`config.mk`:
```
export PLATFORM = sky130hd
export DESIGN_NAME = rmq_select_flat
export DESIGN_NICKNAME = d
export VERILOG_FILES = /design/src/rtl/core/rmq_pkg.sv /design/src/rtl/core/rmq_ifaces.sv /design/src/rtl/core/rmq_select.sv /design/src/flat_wrapper.sv
export SDC_FILE = /design/constraint.sdc
export NUM_CORES = 1
export LEC_CHECK = 0
export ABC_AREA = 1
export BUFFER_PORTS_ARGS = -buffer_cell sky130_fd_sc_hd__clkbuf_2
export CORE_MARGIN = 2
export CORE_UTILIZATION = 30
export CTS_CLUSTER_DIAMETER = 50
export DETAILED_ROUTE_END_ITERATION = 7
export HOLD_SLACK_MARGIN = 0.02
export SKIP_CTS_REPAIR_TIMING = 1
export SLEW_MARGIN = 20
export SYNTH_ARGS = -nofsm -noshare
export SYNTH_HDL_FRONTEND = slang
export SYNTH_SLANG_ARGS = --single-unit
```
`constraint.sdc`:
```
create_clock -name clk -period 9.36 [get_ports clk]
set_input_delay 0.936 -clock clk [delete_from_list [all_inputs] [get_ports clk]]
set_output_delay 0.936 -clock clk [all_outputs]
set_load 0.01 [all_outputs]
```
`src/rtl/core/rmq_pkg.sv`:
```
package rmq_pkg;

  typedef enum logic [1:0] {
    AXIS_W = 2'd0,
    AXIS_X = 2'd1,
    AXIS_Y = 2'd2,
    AXIS_Z = 2'd3
  } axis_t;

endpackage

```
`src/rtl/core/rmq_ifaces.sv`:
```
interface rmq_mat_if #(parameter int WORD_BITS = 16);
  logic                        valid;
  logic                        ready;
  logic signed [WORD_BITS-1:0] m00, m01, m02, m10, m11, m12, m20, m21, m22;

  modport source (output valid, m00, m01, m02, m10, m11, m12, m20, m21, m22,
                  input ready);
  modport sink (input valid, m00, m01, m02, m10, m11, m12, m20, m21, m22,
                output ready);
endinterface


// Internal transaction between pipeline sections: the three numerators of the
// non-chosen components plus one unsigned magnitude (radicand or root).
interface rmq_work_if #(parameter int NUMW = 17, parameter int MAGW = 18);
  logic                   valid;
  logic                   ready;
  rmq_pkg::axis_t         axis;
  logic                   degen;
  logic signed [NUMW-1:0] n0, n1, n2;
  logic [MAGW-1:0]        mag;

  modport source (output valid, axis, degen, n0, n1, n2, mag, input ready);
  modport sink (input valid, axis, degen, n0, n1, n2, mag, output ready);
endinterface

```
`src/rtl/core/rmq_select.sv`:
```
module rmq_select #(
  parameter int WORD_BITS = 16,
  parameter int FRAC_BITS = 14
) (
  input logic      clk,
  input logic      rst,
  rmq_mat_if.sink  src,
  rmq_work_if.source dst
);
  import rmq_pkg::*;

  localparam int W    = WORD_BITS;
  localparam int F    = FRAC_BITS;
  localparam int VW   = W + 2;
  localparam int NW   = W + 1;
  localparam int RADW = ((VW > F + 2) ? VW : F + 2) + 1;
  localparam logic signed [RADW-1:0] ONE = RADW'(1) << F;

  // Stage A: diagonal sums and off-diagonal pairs.
  logic                 va;
  logic signed [VW-1:0] vw, vx, vy, vz;
  logic signed [NW-1:0] pa, pb, pc, pe, pf, pg;

  // Stage B: selection and radicand.
  logic                   vb;
  axis_t                  axis;
  logic                   degen;
  logic signed [NW-1:0]   n0, n1, n2;
  logic [RADW-2:0]        mag;

  logic                   rdy_a, rdy_b;
  logic signed [VW-1:0]   best_next;
  axis_t                  axis_next;
  logic signed [RADW-1:0] rad_next;
  logic                   degen_next;

  assign rdy_b     = !vb || dst.ready;
  assign rdy_a     = !va || rdy_b;
  assign src.ready = rdy_a;

  always_ff @(posedge clk) begin
    if (rst) begin
      va <= 1'b0;
      vb <= 1'b0;
    end else begin
      if (rdy_a) va <= src.valid;
      if (rdy_b) vb <= va;
    end
  end

  always_ff @(posedge clk) begin
    if (rdy_a && src.valid) begin
      vw <= VW'(src.m00) + VW'(src.m11) + VW'(src.m22);
      vx <= VW'(src.m00) - VW'(src.m11) - VW'(src.m22);
      vy <= VW'(src.m11) - VW'(src.m00) - VW'(src.m22);
      vz <= VW'(src.m22) - VW'(src.m00) - VW'(src.m11);
      pa <= NW'(src.m12) - NW'(src.m21);
      pb <= NW'(src.m20) - NW'(src.m02);
      pc <= NW'(src.m01) - NW'(src.m10);
      pe <= NW'(src.m01) + NW'(src.m10);
      pf <= NW'(src.m20) + NW'(src.m02);
      pg <= NW'(src.m12) + NW'(src.m21);
    end
  end

  // Strict comparisons: ties keep the earlier component.
  always_comb begin
    best_next = vw;
    axis_next = AXIS_W;
    if (vx > best_next) begin
      best_next = vx;
      axis_next = AXIS_X;
    end
    if (vy > best_next) begin
      best_next = vy;
      axis_next = AXIS_Y;
    end
    if (vz > best_next) begin
      best_next = vz;
      axis_next = AXIS_Z;
    end
    rad_next   = RADW'(best_next) + ONE;
    degen_next = rad_next[RADW-1] || (rad_next == '0);
  end

  always_ff @(posedge clk) begin
    if (rdy_b && va) begin
      axis  <= axis_next;
      degen <= degen_next;
      mag   <= degen_next ? '0 : rad_next[RADW-2:0];
      case (axis_next)
        AXIS_W: begin
          n0 <= pa; n1 <= pb; n2 <= pc;
        end
        AXIS_X: begin
          n0 <= pe; n1 <= pf; n2 <= pa;
        end
        AXIS_Y: begin
          n0 <= pe; n1 <= pg; n2 <= pb;
        end
        AXIS_Z: begin
          n0 <= pf; n1 <= pg; n2 <= pc;
        end
        default: begin
          n0 <= pa; n1 <= pb; n2 <= pc;
        end
      endcase
    end
  end

  assign dst.valid = vb;
  assign dst.axis  = axis;
  assign dst.degen = degen;
  assign dst.n0    = n0;
  assign dst.n1    = n1;
  assign dst.n2    = n2;
  assign dst.mag   = mag;

endmodule

```
`src/flat_wrapper.sv`:
```
// flat-port wrapper written by rule: the top's interface ports become plain ports
module rmq_select_flat import rmq_pkg::*;
#(
  parameter int WORD_BITS = 16,
  parameter int FRAC_BITS = 14
)
  (clk, rst, src_valid, src_m00, src_m01, src_m02, src_m10, src_m11, src_m12, src_m20, src_m21, src_m22, src_ready, dst_valid, dst_axis, dst_degen, dst_n0, dst_n1, dst_n2, dst_mag, dst_ready);
  rmq_mat_if #(.WORD_BITS(WORD_BITS)) src_i ();
  rmq_work_if dst_i ();
  input logic clk;
  input logic rst;
  input wire logic [$bits(src_i.valid)-1:0] src_valid;
  input wire logic [$bits(src_i.m00)-1:0] src_m00;
  input wire logic [$bits(src_i.m01)-1:0] src_m01;
  input wire logic [$bits(src_i.m02)-1:0] src_m02;
  input wire logic [$bits(src_i.m10)-1:0] src_m10;
  input wire logic [$bits(src_i.m11)-1:0] src_m11;
  input wire logic [$bits(src_i.m12)-1:0] src_m12;
  input wire logic [$bits(src_i.m20)-1:0] src_m20;
  input wire logic [$bits(src_i.m21)-1:0] src_m21;
  input wire logic [$bits(src_i.m22)-1:0] src_m22;
  output wire logic [$bits(src_i.ready)-1:0] src_ready;
  output wire logic [$bits(dst_i.valid)-1:0] dst_valid;
  output wire logic [$bits(dst_i.axis)-1:0] dst_axis;
  output wire logic [$bits(dst_i.degen)-1:0] dst_degen;
  output wire logic [$bits(dst_i.n0)-1:0] dst_n0;
  output wire logic [$bits(dst_i.n1)-1:0] dst_n1;
  output wire logic [$bits(dst_i.n2)-1:0] dst_n2;
  output wire logic [$bits(dst_i.mag)-1:0] dst_mag;
  input wire logic [$bits(dst_i.ready)-1:0] dst_ready;
  assign src_i.valid = src_valid;
  assign src_i.m00 = src_m00;
  assign src_i.m01 = src_m01;
  assign src_i.m02 = src_m02;
  assign src_i.m10 = src_m10;
  assign src_i.m11 = src_m11;
  assign src_i.m12 = src_m12;
  assign src_i.m20 = src_m20;
  assign src_i.m21 = src_m21;
  assign src_i.m22 = src_m22;
  assign src_ready = src_i.ready;
  assign dst_valid = dst_i.valid;
  assign dst_axis = dst_i.axis;
  assign dst_degen = dst_i.degen;
  assign dst_n0 = dst_i.n0;
  assign dst_n1 = dst_i.n1;
  assign dst_n2 = dst_i.n2;
  assign dst_mag = dst_i.mag;
  assign dst_i.ready = dst_ready;
  rmq_select #(.WORD_BITS(WORD_BITS), .FRAC_BITS(FRAC_BITS)) u_core (.clk(clk), .rst(rst), .src(src_i), .dst(dst_i));
endmodule
```
==> results.txt <==
CTS tree - done
total vias in the final route - 13505
Post-Syn Area - 0.01835 mm^2
final hold vios - 0
count leader, synth - inv_1
DR DRC count - 0
Routed Antenna Nets - 0
crit path time final - 8.032 ns
Simple-Gate Fraction of Synth Area - 11.33%
Final Cell Area - 0.02128 mm^2
Mapped Cells - 1851
top cells by area, synth - edfxtp_1 40%, ha_1 15%, fa_1 7.7%
post-synthesis area per instance - 9.914 um^2
dpl hpwl - 39880 um
Std-Cell Rows - 90
Routed wire per std cell - 16.88 um
Post-Synth XOR/XNOR Area - 6.968%
total CTS buffers - 29
min-delay src - u_core.dst.valid
fmax - 0.1245 GHz
GRT Total Usage - 15.32%
largest net degree at the start of global routing - 106
Max IR drop VDD - 0.0004481 V
Commonest cells post-synth - 282 x inv_1, 255 x nand2_1, 243 x edfxtp_1
Die Area - 0.06316 mm^2
Initial DRT Pass Iterations - 5
Pleak - 9.881 nW
final wirelength - 48590 um
Post-Route Setup TNS - 0 ns
Ys Warns - 0
worst skew pair latency - 0.57 ns
clk buf depth - 3
Relative slew margins - 30.36%
CP startpoint - u_core.vx[17]
area leader, netlist - edfxtp_1
layout cell share with drive strength beyond 1 - 14.57%
CP most frequent cell - nand2_1
number of synthesized flops with an enable pin - 243
post-synthesis compound-gate area fraction - 11.91%
num ports - 222
RSZ-0062 raised after global routing - false
slowest CP cell - nor4_1
Area Growth Syn to Fin - 15.95%
worst slew pin tran - 1.045 ns
largest family of logic cells by synthesized area - adder cells
outcome - completed
Max-Cap Viols - 0
Clock transition at path regs - 0.06 ns
Hold Path Class - reg -> reg
Worst Skew - 0.01709 ns
Initial DRC Count - 858
CP Buf/Inv Count - 6
first-pass GRT wire length - 76120 um
Post-Syn Nets - 2295
FF+latch count, synth - 245
worst-path fanout max - 36
Starting Density - 30.35%
mux contribution to synthesized area - 0%
CP delay by family, top - simple AND/OR/NAND/NOR gates
initial antenna violation count - 16
detail-routed via count per cell - 4.691
Crit Path Class - reg -> reg
root buffer cell - clkbuf_16
CP Capture Type - flip-flop
reg2reg start - u_core.vx[17]
Pwr Density - 410.4 mW/mm^2
total power - 8.732 mW
Main synth FF type - edfxtp_1
Critical Path Start Type - flip-flop
Final Cycle Share - 85.81%
gr ovfl total - 0
die extent in x - 251.3 um
sequential cell area fraction in the yosys report - 39.98%
core area - 0.06047 mm^2
vias in the first global route - 13877
final slew viol count - 0
clk sinks - 245
Setup violations, final - 0
# port buffers - 221
Yosys top cell area share - 39.77%
CP peak stage delay - 0.48 ns
die height - 251.3 um
Critical Path AT - 8.33 ns
post-synthesis adder-cell area fraction - 23.09%
Crit path required time - 9.66 ns
post-synth cell types - 39
gpl congestion - 0.9444
H-tree depth - 1
fin nets - 2515
placed instance area - 0.02034 mm^2
ys async rst share - 0%
==> placed cells by master (no fill, tap or decap), drive strengths merged <==
master | netlist | final
a2111oi | 3 | 3
a211oi | 5 | 5
a21o | 8 | 8
a21oi | 186 | 186
a22oi | 50 | 50
a31oi | 3 | 3
and2 | 15 | 15
buf | 7 | 7
bufinv | 0 | 1
clkbuf | 32 | 255
clkinv | 1 | 13
clkinvlp | 0 | 3
dfxtp | 2 | 2
diode | 0 | 4
edfxtp | 243 | 243
fa | 71 | 71
ha | 225 | 225
inv | 284 | 287
nand2 | 261 | 261
nand3 | 75 | 75
nand3b | 2 | 2
nand4 | 35 | 35
nor2 | 61 | 61
nor3 | 2 | 2
nor4 | 1 | 1
o211ai | 2 | 2
o21ai | 72 | 72
o21bai | 34 | 34
o31ai | 14 | 14
or2 | 11 | 11
xnor2 | 17 | 17
xor2 | 129 | 129
==> cell families (layout without fill, tap and decap cells) <==
kind of cell,count (synthesis),in the layout
other,0,4
xor gates and xnor gates,146,146
and+or+nand+nor,463,463
AOI/OAI and AO/OA,377,377
adders and majority gates,296,296
buffers and inverters,324,566
DFF,245,245
==> stage by stage <==
step / setup slack, ns / util, % / instances / hold slack (ns)
2_1_floorplan: 2.363 / - / 1851 / 0.4451
3_3_place_gp: 1.564 / 33.64 / 2822 / 0.5047
3_5_place_dp: 1.414 / 33.64 / 2822 / 0.5203
4_1_cts: 1.383 / 35.17 / 2875 / 0.5199
5_1_grt: 0.3375 / 35.18 / 2878 / 0.5302
6_report: 1.328 / 35.19 / 2879 / 0.5366
==> state kept, by name, indices dropped and copies added (netlist names), 2 cells and up <==
register / count
u_core.dst.n2: 17
u_core.vx: 18
u_core.dst.mag: 18
u_core.pc: 16
u_core.dst.n1: 17
u_core.pg: 17
u_core.dst.n0: 17
u_core.pf: 17
u_core.pe: 17
u_core.vz: 18
u_core.vy: 18
u_core.pb: 16
u_core.dst.axis: 2
u_core.vw: 18
u_core.pa: 16
==> power by group <==
group	switching, mW	total [mW]	internal (mW)
clock	0.470	1.09	0.618
combinational	3.58	5.42	1.84
sequential	0.214	2.23	2.01
total	4.26	8.73	4.47
==> worst paths after layout <==
path / slack, ns / depth (start not counted) / end
worst max-delay path: 1.33 / 43 / u_core.dst.n0[16]
worst min-delay path: 0.54 / 2 / u_core.dst.valid
worst max register to register: 1.33 / 43 / u_core.dst.n0[16]
worst min register to register: 0.54 / 2 / u_core.dst.valid
==> final cells by class <==
cell class / instances / area [um^2]
multi-input cells: 1282 / 9792
clock buffers: 34 / 764.5
clock inverters: 19 / 161.4
well taps: 782 / 978.4
fillers: 5991 / 39190
inverters: 285 / 1075
flip-flops and latches: 245 / 7337
repair buffers: 228 / 1159
diodes: 4 / 10.01
==> layer usage <==
| metal | GRT usage [%] | part of all wire [%] | vias up |
|---|---|---|---|
| li1 | - | - | 6728 |
| met1 | 20.70 | 46 | 6308 |
| met2 | 24.42 | 44 | 350 |
| met3 | 3.417 | 6.6 | 95 |
| met4 | 4.779 | 3.1 | 24 |
| met5 | 0 | 0.31 | - |
==> worst reg2reg max path, delay by kind of cell, from the launching register on <==
family                     cells  cell delay [ns]
AOI/OAI and AO/OA              9             1.46
DFF                            1             0.39
and+or+nand+nor               23             3.23
adders and majority gates      4             1.23
xor gates and xnor gates       1             0.15
buffers and inverters          6             1.30
No activity file was read; power rests on OpenSTA's default activity.
