--- config.mk ---
export PLATFORM = sky130hd
export DESIGN_NAME = rmq_sqrt_flat
export DESIGN_NICKNAME = d
export VERILOG_FILES = /design/src/rtl/core/rmq_pkg.sv /design/src/rtl/core/rmq_ifaces.sv /design/src/rtl/core/rmq_sqrt.sv /design/src/flat_wrapper.sv
export SDC_FILE = /design/constraint.sdc
export NUM_CORES = 1
export LEC_CHECK = 0
export BUFFER_PORTS_ARGS = -buffer_cell sky130_fd_sc_hd__buf_2
export CAP_MARGIN = 30
export CELL_PAD_IN_SITES_DETAIL_PLACEMENT = 1
export CELL_PAD_IN_SITES_GLOBAL_PLACEMENT = 2
export CORE_MARGIN = 2
export CORE_UTILIZATION = 47
export DETAILED_ROUTE_END_ITERATION = 8
export GPL_TIMING_DRIVEN = 0
export PLACE_DENSITY = 0.86
export SETUP_SLACK_MARGIN = 0.15
export SKIP_LAST_GASP = 1
export SYNTH_ARGS = -nofsm -noshare
export SYNTH_HDL_FRONTEND = slang
export SYNTH_SLANG_ARGS = --single-unit
--- constraint.sdc ---
create_clock -name clk -period 11.8 [get_ports clk]
set_clock_uncertainty 0.15 [all_clocks]
set_input_delay 1.77 -clock clk [delete_from_list [all_inputs] [get_ports clk]]
set_output_delay 1.77 -clock clk [all_outputs]
set_load 0.005 [all_outputs]
--- src/rtl/core/rmq_pkg.sv ---
package rmq_pkg;

  typedef enum logic [1:0] {
    AXIS_W = 2'd0,
    AXIS_X = 2'd1,
    AXIS_Y = 2'd2,
    AXIS_Z = 2'd3
  } axis_t;

endpackage

--- src/rtl/core/rmq_ifaces.sv ---


// Internal transaction between pipeline sections: the three numerators of the
// non-chosen components plus one unsigned magnitude (radicand or root).
interface rmq_work_if #(parameter int NUMW = 17, parameter int MAGW = 18);
  logic                   valid;
  logic                   ready;
  rmq_pkg::axis_t         axis;
  logic                   degen;
  logic signed [NUMW-1:0] n0, n1, n2;
  logic [MAGW-1:0]        mag;

  modport source (output valid, axis, degen, n0, n1, n2, mag, input ready);
  modport sink (input valid, axis, degen, n0, n1, n2, mag, output ready);
endinterface

--- src/rtl/core/rmq_sqrt.sv ---
module rmq_sqrt #(
  parameter int WORD_BITS = 16,
  parameter int FRAC_BITS = 14
) (
  input logic        clk,
  input logic        rst,
  rmq_work_if.sink   src,
  rmq_work_if.source dst
);
  import rmq_pkg::*;

  localparam int W    = WORD_BITS;
  localparam int F    = FRAC_BITS;
  localparam int NW   = W + 1;
  localparam int RADW = ((W + 2 > F + 2) ? W + 2 : F + 2) + 1;
  localparam int SQW  = RADW - 1 + F;
  localparam int SQB  = (SQW + 1) / 2;
  localparam int SQW2 = 2 * SQB;
  localparam int REMW = SQB + 2;

  typedef struct packed {
    logic [REMW-1:0]      rem;
    logic [SQB-1:0]       root;
    logic [SQW2-1:0]      xs;
    axis_t                axis;
    logic                 degen;
    logic signed [NW-1:0] n0;
    logic signed [NW-1:0] n1;
    logic signed [NW-1:0] n2;
  } sq_t;

  sq_t            init;
  sq_t            st  [SQB];
  sq_t            nx  [SQB];
  logic [SQB-1:0] v;
  logic [SQB:0]   rdy;

  always_comb begin
    init       = '0;
    init.xs    = SQW2'(src.mag) << F;
    init.axis  = src.axis;
    init.degen = src.degen;
    init.n0    = src.n0;
    init.n1    = src.n1;
    init.n2    = src.n2;
  end

  assign rdy[SQB]  = dst.ready;
  assign src.ready = rdy[0];

  // One root bit per stage: bring down two radicand bits, try (root*4+1).
  for (genvar i = 0; i < SQB; i++) begin : g_stage
    sq_t             p;
    logic            vin;
    logic [REMW-1:0] sh, tr;

    if (i == 0) begin : g_first
      assign p   = init;
      assign vin = src.valid;
    end else begin : g_rest
      assign p   = st[i-1];
      assign vin = v[i-1];
    end

    assign rdy[i] = !v[i] || rdy[i+1];

    always_comb begin
      sh    = {p.rem[REMW-3:0], p.xs[SQW2-1 -: 2]};
      tr    = {p.root, 2'b01};
      nx[i] = p;
      nx[i].xs = p.xs << 2;
      if (sh >= tr) begin
        nx[i].rem  = sh - tr;
        nx[i].root = {p.root[SQB-2:0], 1'b1};
      end else begin
        nx[i].rem  = sh;
        nx[i].root = {p.root[SQB-2:0], 1'b0};
      end
    end

    always_ff @(posedge clk) begin
      if (rst) begin
        v[i] <= 1'b0;
      end else if (rdy[i]) begin
        v[i] <= vin;
      end
    end

    always_ff @(posedge clk) begin
      if (rdy[i] && vin) st[i] <= nx[i];
    end
  end

  assign dst.valid = v[SQB-1];
  assign dst.axis  = st[SQB-1].axis;
  assign dst.degen = st[SQB-1].degen;
  assign dst.n0    = st[SQB-1].n0;
  assign dst.n1    = st[SQB-1].n1;
  assign dst.n2    = st[SQB-1].n2;
  assign dst.mag   = st[SQB-1].root[SQB-1:1];

endmodule

--- src/flat_wrapper.sv ---
// flat-port wrapper written by rule: the top's interface ports become plain ports
module rmq_sqrt_flat import rmq_pkg::*;
#(
  parameter int WORD_BITS = 16,
  parameter int FRAC_BITS = 14
)
  (clk, rst, src_valid, src_axis, src_degen, src_n0, src_n1, src_n2, src_mag, src_ready, dst_valid, dst_axis, dst_degen, dst_n0, dst_n1, dst_n2, dst_mag, dst_ready);
  rmq_work_if src_i ();
  rmq_work_if dst_i ();
  input logic clk;
  input logic rst;
  input wire logic [$bits(src_i.valid)-1:0] src_valid;
  input wire logic [$bits(src_i.axis)-1:0] src_axis;
  input wire logic [$bits(src_i.degen)-1:0] src_degen;
  input wire logic [$bits(src_i.n0)-1:0] src_n0;
  input wire logic [$bits(src_i.n1)-1:0] src_n1;
  input wire logic [$bits(src_i.n2)-1:0] src_n2;
  input wire logic [$bits(src_i.mag)-1:0] src_mag;
  output wire logic [$bits(src_i.ready)-1:0] src_ready;
  output wire logic [$bits(dst_i.valid)-1:0] dst_valid;
  output wire logic [$bits(dst_i.axis)-1:0] dst_axis;
  output wire logic [$bits(dst_i.degen)-1:0] dst_degen;
  output wire logic [$bits(dst_i.n0)-1:0] dst_n0;
  output wire logic [$bits(dst_i.n1)-1:0] dst_n1;
  output wire logic [$bits(dst_i.n2)-1:0] dst_n2;
  output wire logic [$bits(dst_i.mag)-1:0] dst_mag;
  input wire logic [$bits(dst_i.ready)-1:0] dst_ready;
  assign src_i.valid = src_valid;
  assign src_i.axis = src_axis;
  assign src_i.degen = src_degen;
  assign src_i.n0 = src_n0;
  assign src_i.n1 = src_n1;
  assign src_i.n2 = src_n2;
  assign src_i.mag = src_mag;
  assign src_ready = src_i.ready;
  assign dst_valid = dst_i.valid;
  assign dst_axis = dst_i.axis;
  assign dst_degen = dst_i.degen;
  assign dst_n0 = dst_i.n0;
  assign dst_n1 = dst_i.n1;
  assign dst_n2 = dst_i.n2;
  assign dst_mag = dst_i.mag;
  assign dst_i.ready = dst_ready;
  rmq_sqrt #(.WORD_BITS(WORD_BITS), .FRAC_BITS(FRAC_BITS)) u_core (.clk(clk), .rst(rst), .src(src_i), .dst(dst_i));
endmodule
==> flow_summary.json, run 1 <==
{
  "run_status": "finished clean",
  "wl_met2_um": 46000,
  "pwr-share-seq_pct": 54.5,
  "avgSynthCellArea_sq_um": 18.6,
  "via_per_inst": 5.22,
  "synth.cell_area_sq_um": 47000,
  "maxSlewViolCount": 0,
  "fmax_mhz": 175,
  "max_cap_viol_count": 0,
  "rows": 115,
  "regToRegStartpoint": "u_core.st[1][573]",
  "rr_worst_depth": 10,
  "power_density_nw_per_um2": 172,
  "cts_buffers": 133,
  "synth_edf_count": 1274,
  "cts_buffer_depth": 3,
  "critPathMaxFanout": 5,
  "post_cts_resized": 0,
  "path_class": "in -> out",
  "placedCellCount": 3993,
  "slew_headroom_pct": 33.2,
  "layout-drive-gt1-share_pct": 15.5,
  "drt-met1-wl_um": 33400,
  "coreArea_sq_um": 98700,
  "ys_types": 71,
  "r2r_setup_slack_ns": 7.86,
  "final.setup.worst_slack_ns": 6.08,
  "num_vias": 22100,
  "met3_length_um": 3120,
  "start_kind": "input pin",
  "peakVddDrop_mv": 0.172,
  "final_cells": 4235,
  "synth-seq-area-share_pct": 82.1,
  "postSynth.asyncResetShare_pct": 0,
  "finalSetupViolations": 0,
  "antenna_found_initial": 2,
  "worst_ep_required_time_ns": 9.88,
  "gp_congestion": 0.857,
  "total_power_mw": 9.39,
  "switchingPower_mw": 1.85,
  "grt_pass1_vias": 24300,
  "synth_most_common_cell": "edfxtp_1",
  "syn_inst": 2525,
  "holdWs_ns": 0.229,
  "final_util_pct": 55.3,
  "power_leakage_nw": 18.8,
  "drt_iter0_markers": 1139,
  "hp-class": "reg -> reg",
  "dieWidth_um": 320,
  "die-height_um": 320,
  "drc": 0,
  "port_buffers": 145,
  "cts-htree-levels": 4,
  "synth_seq_cells": 1290,
  "cts_tree": "yes",
  "hpwl_um": 56800,
  "grtUsageTotal_pct": 16.9,
  "worstSkewPairLatency_ns": 0.73,
  "hold_viol": 0,
  "grt.overflow.total": 0,
  "cts_root_buf": "clkbuf_16",
  "endpoint_kind": "output port",
  "cp-endpoint": "src_ready",
  "rsz0062_at_grt": "false",
  "final_antenna_net_count": 0,
  "r2r-end": "u_core.st[1][700]",
  "internal_power_mw": 7.54,
  "wire_per_inst_um": 20.3,
  "crit_arrival_ns": 3.80,
  "place_ws_ns": 6.07,
  "area_growth_syn_to_layout_pct": 16.1,
  "ys.flop_type": "edfxtp_1",
  "synth_area_leaders": "edfxtp_1, ha_1, mux2_2",
  "route.top_layer_used": "met5",
  "worstMarginPinSlew_ns": 1.00,
  "firstDrtPassIters": 5,
  "nets": 3048,
  "grt_max_degree": 71,
  "p_clk_share_pct": 44.2,
  "synth_top_area_share_pct": 81.4,
  "grt_pass1_wl_um": 134000,
  "yosysWarnings": 0,
  "clock_sinks": 1290,
  "cts.clk_slew.worst_paths_ns": 0.06,
  "synth_area_leader_cell": "edfxtp_1",
  "routed_wl_um": 85800,
  "postCtsSetupRepairBufs": 0,
  "die_area_sq_um": 103000,
  "fin_crit_ns": 5.72,
  "period_share_pct": 48.5,
  "startpoint": "dst_ready",
  "power_frac_comb_pct": 1.3,
  "top_level_ports": 150,
  "initial_core_util_pct": 47.6,
  "synth_common_cells": "edfxtp_1, inv_1, ha_1",
  "hold_buffers": 0,
  "switching_share_pct": 19.7
}
power by group through the flow:
stage          clock (mW)  combinational [mW]  sequential, mW
2_1_floorplan           0              0.0758            5.20
3_3_place_gp            0               0.106            5.21
3_5_place_dp            0               0.122            5.21
4_1_cts              4.25               0.124            5.12
5_1_grt              4.41               0.139            5.12
6_report             4.15               0.123            5.12
sequential cells by signal (all words and copies together) (netlist names):
signal and count:
u_core.g_stage.vin 15, u_core.dst.valid 1, u_core.st 1274
worst min-delay path by stage:
stage	endpoint	slack, ns	start	cells after the start
after floorplan	u_core.st[0][118]	0.25	u_core.st[0][0]	0
after global placement	u_core.st[1][267]	0.25	u_core.st[1][149]	0
after detailed placement	u_core.st[0][359]	0.26	u_core.st[0][241]	0
after CTS	u_core.st[1][637]	0.23	u_core.st[1][519]	0
after global routing	u_core.st[1][637]	0.25	u_core.st[1][519]	0
final	u_core.st[1][637]	0.23	u_core.st[1][519]	0
through the flow:
stage                     instance area, sq um  TNS [ns]
after floorplan                          47000         0
after global placement                   49300    -62.90
after detailed placement                 50200         0
after CTS                                54500         0
after global routing                     54600         0
final                                    54600         0
critical path, stage by stage:
cell	delay, ns
buf_2	0.11
nand4b_1	0.27
nor3_1	0.79
nand4_1	0.27
nor2_1	0.21
nand4_1	0.19
buf_2	0.19
final cells by class:
type | instances | area [sq um]
Clock inverter | 69 | 863
Tap cell | 1287 | 1610
Multi-Input combinational cell | 1061 | 7880
Inverter | 154 | 578
Timing Repair Buffer | 180 | 1430
Sequential cell | 1290 | 38600
Fill cell | 8881 | 44100
Antenna cell | 1 | 2.50
Clock buffer | 170 | 3520
Buffer | 23 | 108
layout by cell type (no fill, tap or decap), drive strengths merged, types with 9 or more instances in the layout:
master / instances
ha: 124
a211oi: 21
a21boi: 12
dfxtp: 16
bufinv: 12
and3: 13
edfxtp: 1274
clkinv: 48
nor4: 28
clkbuf: 187
nor2: 123
inv: 157
xor2: 65
nor3: 57
nand3: 18
nand2: 58
or2: 11
o21a: 33
o21ai: 70
nor2b: 19
xnor2: 58
or3: 24
a21oi: 73
or4: 12
mux2i: 9
and2: 10
nand4: 10
a21o: 30
nand2b: 22
buf: 186
mux2: 58
cell families (layout without fill, tap and decap cells):
| kind of cell | Yosys count | count (layout) | synth area share (%) |
|---|---|---|---|
| AO/OA/AOI/OAI | 313 | 313 | 4.35 |
| flip-flops | 1290 | 1290 | 82.1 |
| AND/OR/NAND/NOR | 425 | 425 | 4.70 |
| XOR/XNOR | 123 | 123 | 2.29 |
| buffers and inverters | 177 | 596 | 1.46 |
| adder cells (fa/ha/maj) | 129 | 129 | 3.51 |
| multiplexers | 67 | 67 | 1.58 |
| other | 1 | 5 | 0.00798 |
routing by layer:
layer  vias to the layer above  global-route usage [%]
li1                      10400                       -
met1                     11000                    18.4
met2                       493                    31.7
met3                       220                    3.08
met4                         2                    7.87
met5                         -                       0
(Power assumes the default switching activity.)
==> run 2, diff against run 1 <==
--- a/config.mk
+++ b/config.mk
@@ -10,10 +10,10 @@
 export CELL_PAD_IN_SITES_DETAIL_PLACEMENT = 1
 export CELL_PAD_IN_SITES_GLOBAL_PLACEMENT = 2
 export CORE_MARGIN = 2
-export CORE_UTILIZATION = 47
+export CORE_UTILIZATION = 43
 export DETAILED_ROUTE_END_ITERATION = 8
 export GPL_TIMING_DRIVEN = 0
-export PLACE_DENSITY = 0.86
+export PLACE_DENSITY = 0.83
 export SETUP_SLACK_MARGIN = 0.15
 export SKIP_LAST_GASP = 1
 export SYNTH_ARGS = -nofsm -noshare
==> constraint.sdc (replaced) <==
create_clock -name clk -period 4.9 [get_ports clk]
set_clock_uncertainty 0.15 [all_clocks]
set_input_delay 0.735 -clock clk [delete_from_list [all_inputs] [get_ports clk]]
set_output_delay 0.735 -clock clk [all_outputs]
set_load 0.005 [all_outputs]
==> run 2 against run 1 <==
Sequential cell count unchanged. Sequential power increased by 140%. Register-to-register slack got worse by 6.8 ns. Combinational power increased by 150%. Critical path depth increased by 3. Critical path type is now reg -> reg.
==> flow_summary.json, run 2 (synthesized netlist as in run 1, its figures left out) <==
{
  "initial_core_util_pct": 43.2,
  "grtUsageTotal_pct": 15.1,
  "coreArea_sq_um": 109000,
  "antenna_cells": 0,
  "post_cts_resized": 0,
  "slew_headroom_pct": 25.4,
  "hold_viol": 0,
  "firstDrtPassIters": 5,
  "layout-drive-gt1-share_pct": 15.8,
  "hp-class": "in -> reg",
  "path_class": "reg -> reg",
  "port_buffers": 145,
  "wire_per_inst_um": 19.8,
  "num_vias": 21900,
  "rows": 121,
  "postCtsSetupRepairBufs": 0,
  "cts-htree-levels": 3,
  "final.setup.worst_slack_ns": 1.06,
  "max_cap_viol_count": 0,
  "min-delay-start": "src_n2[7]",
  "area_growth_syn_to_layout_pct": 15.8,
  "routed_wl_um": 86400,
  "cts_tree": "yes",
  "grt_pass1_vias": 24100,
  "drt_iter0_markers": 1164,
  "drc": 0,
  "crit_arrival_ns": 4.09,
  "maxSlewViolCount": 0,
  "endpoint_kind": "flop",
  "peakVddDrop_mv": 0.346,
  "final_antenna_net_count": 0,
  "regMostFlops": "u_core.st",
  "cts_buffers": 117,
  "die_area_sq_um": 112000,
  "start_kind": "flop",
  "antenna_found_initial": 1,
  "whs_path_depth": 1,
  "die-height_um": 335,
  "worstMarginPinSlew_ns": 1.09,
  "cts.clk_slew.worst_paths_ns": 0.07,
  "cts_root_buf": "clkbuf_16",
  "place_ws_ns": 0.687,
  "finalSetupViolations": 0,
  "via_per_inst": 5.01,
  "startpoint": "u_core.st[1][573]",
  "grt_max_degree": 75,
  "worst_ep_required_time_ns": 5.15,
  "fin_crit_ns": 3.84,
  "worstSkewPairLatency_ns": 0.72,
  "layout_commonest_cell": "edfxtp_1",
  "layout_common_cells": "edfxtp_1, inv_1, buf_2",
  "rr_worst_depth": 10,
  "clock_sinks": 1290,
  "rsz0062_at_grt": "false",
  "critPathMaxFanout": 10,
  "regToRegStartpoint": "u_core.st[1][573]",
  "gp_congestion": 0.845,
  "top_level_ports": 150,
  "grt_pass1_wl_um": 132000,
  "fmax_mhz": 260,
  "hpwl_um": 56200,
  "cts_buffer_depth": 3,
  "power_leakage_nw": 18.7,
  "nets": 3051,
  "period_share_pct": 78.4,
  "power_density_nw_per_um2": 401,
  "fin_tns_setup_ns": 0,
  "largest_register_ffs": 1274,
  "fill_cells": 10100,
  "run_status": "finished clean",
  "grt.overflow.total": 0,
  "dieWidth_um": 335
}
[run 2: final cells by class]
cell class / count / area [sq um] / share of cell area (%)
inverters: 154 / 578 / 1.06
plain buffers: 23 / 108 / 0.198
clock buffers: 141 / 3080 / 5.66
clock inverters: 81 / 821 / 1.51
well taps: 1414 / 1770 / 3.25
flip-flops and latches: 1290 / 38600 / 70.9
multi-input cells: 1061 / 7880 / 14.5
repair buffers: 199 / 1620 / 2.98
[run 2: power by group]
group | switching, mW | internal (mW) | total, mW | leakage [nW]
combinational | 0.175 | 0.131 | 0.307 | 5.11
clock | 4.04 | 5.15 | 9.19 | 1.92
sequential | 0.0875 | 12.2 | 12.3 | 11.7
total | 4.30 | 17.5 | 21.8 | 18.7
[run 2: worst paths after layout]
| kind | to | slack [ns] |
|---|---|---|
| worst max-delay path | u_core.st[1][700] | 1.06 |
| worst min-delay path | u_core.st[0][7] | 0.05 |
| worst max register to register | u_core.st[1][700] | 1.06 |
| worst min register to register | u_core.st[0][670] | 0.25 |
[run 2: repair_timing]
action                                 in CTS  in global routing
hold buffers                               19                  0
setup endpoints to repair                   0                  0
endpoints found under the hold margin      19                  0
[run 2: metal layers]
| layer | track usage, % | routed length (um) | vias to the layer above |
|---|---|---|---|
| met5 | 0 | 0 | - |
| met4 | 4.98 | 2220 | 0 |
| met1 | 16.7 | 34200 | 10900 |
| met2 | 29.2 | 47100 | 407 |
| met3 | 2.47 | 2930 | 144 |
| li1 | - | - | 10400 |
[run 2: critical path, cell delays in order (launching register included)]
cell and delay [ns]:
edfxtp_1 0.44, inv_1 0.07, ha_1 0.24, fa_1 0.42, a21o_1 0.18, a21oi_1 0.32, a2bb2oi_1 0.28, o41ai_1 0.41
clkbuf_1 0.49, clkbuf_1 0.39, o21ai_0 0.14
[run 2: per-stage QoR]
stage / total power, mW / hold WS [ns] / cell area, sq um / util, % / std cells
after floorplan: 12.7 / 0.250 / 47000 / - / 2528
after global placement: 12.8 / 0.253 / 49500 / 45.6 / 4087
after detailed placement: 12.8 / 0.255 / 50300 / 46.2 / 4117
after CTS: 22.0 / 0.000190 / 54300 / 50.0 / 4358
after global routing: 22.4 / 0.00876 / 54400 / 50.1 / 4363
final: 21.8 / 0.0483 / 54400 / 50.1 / 4363
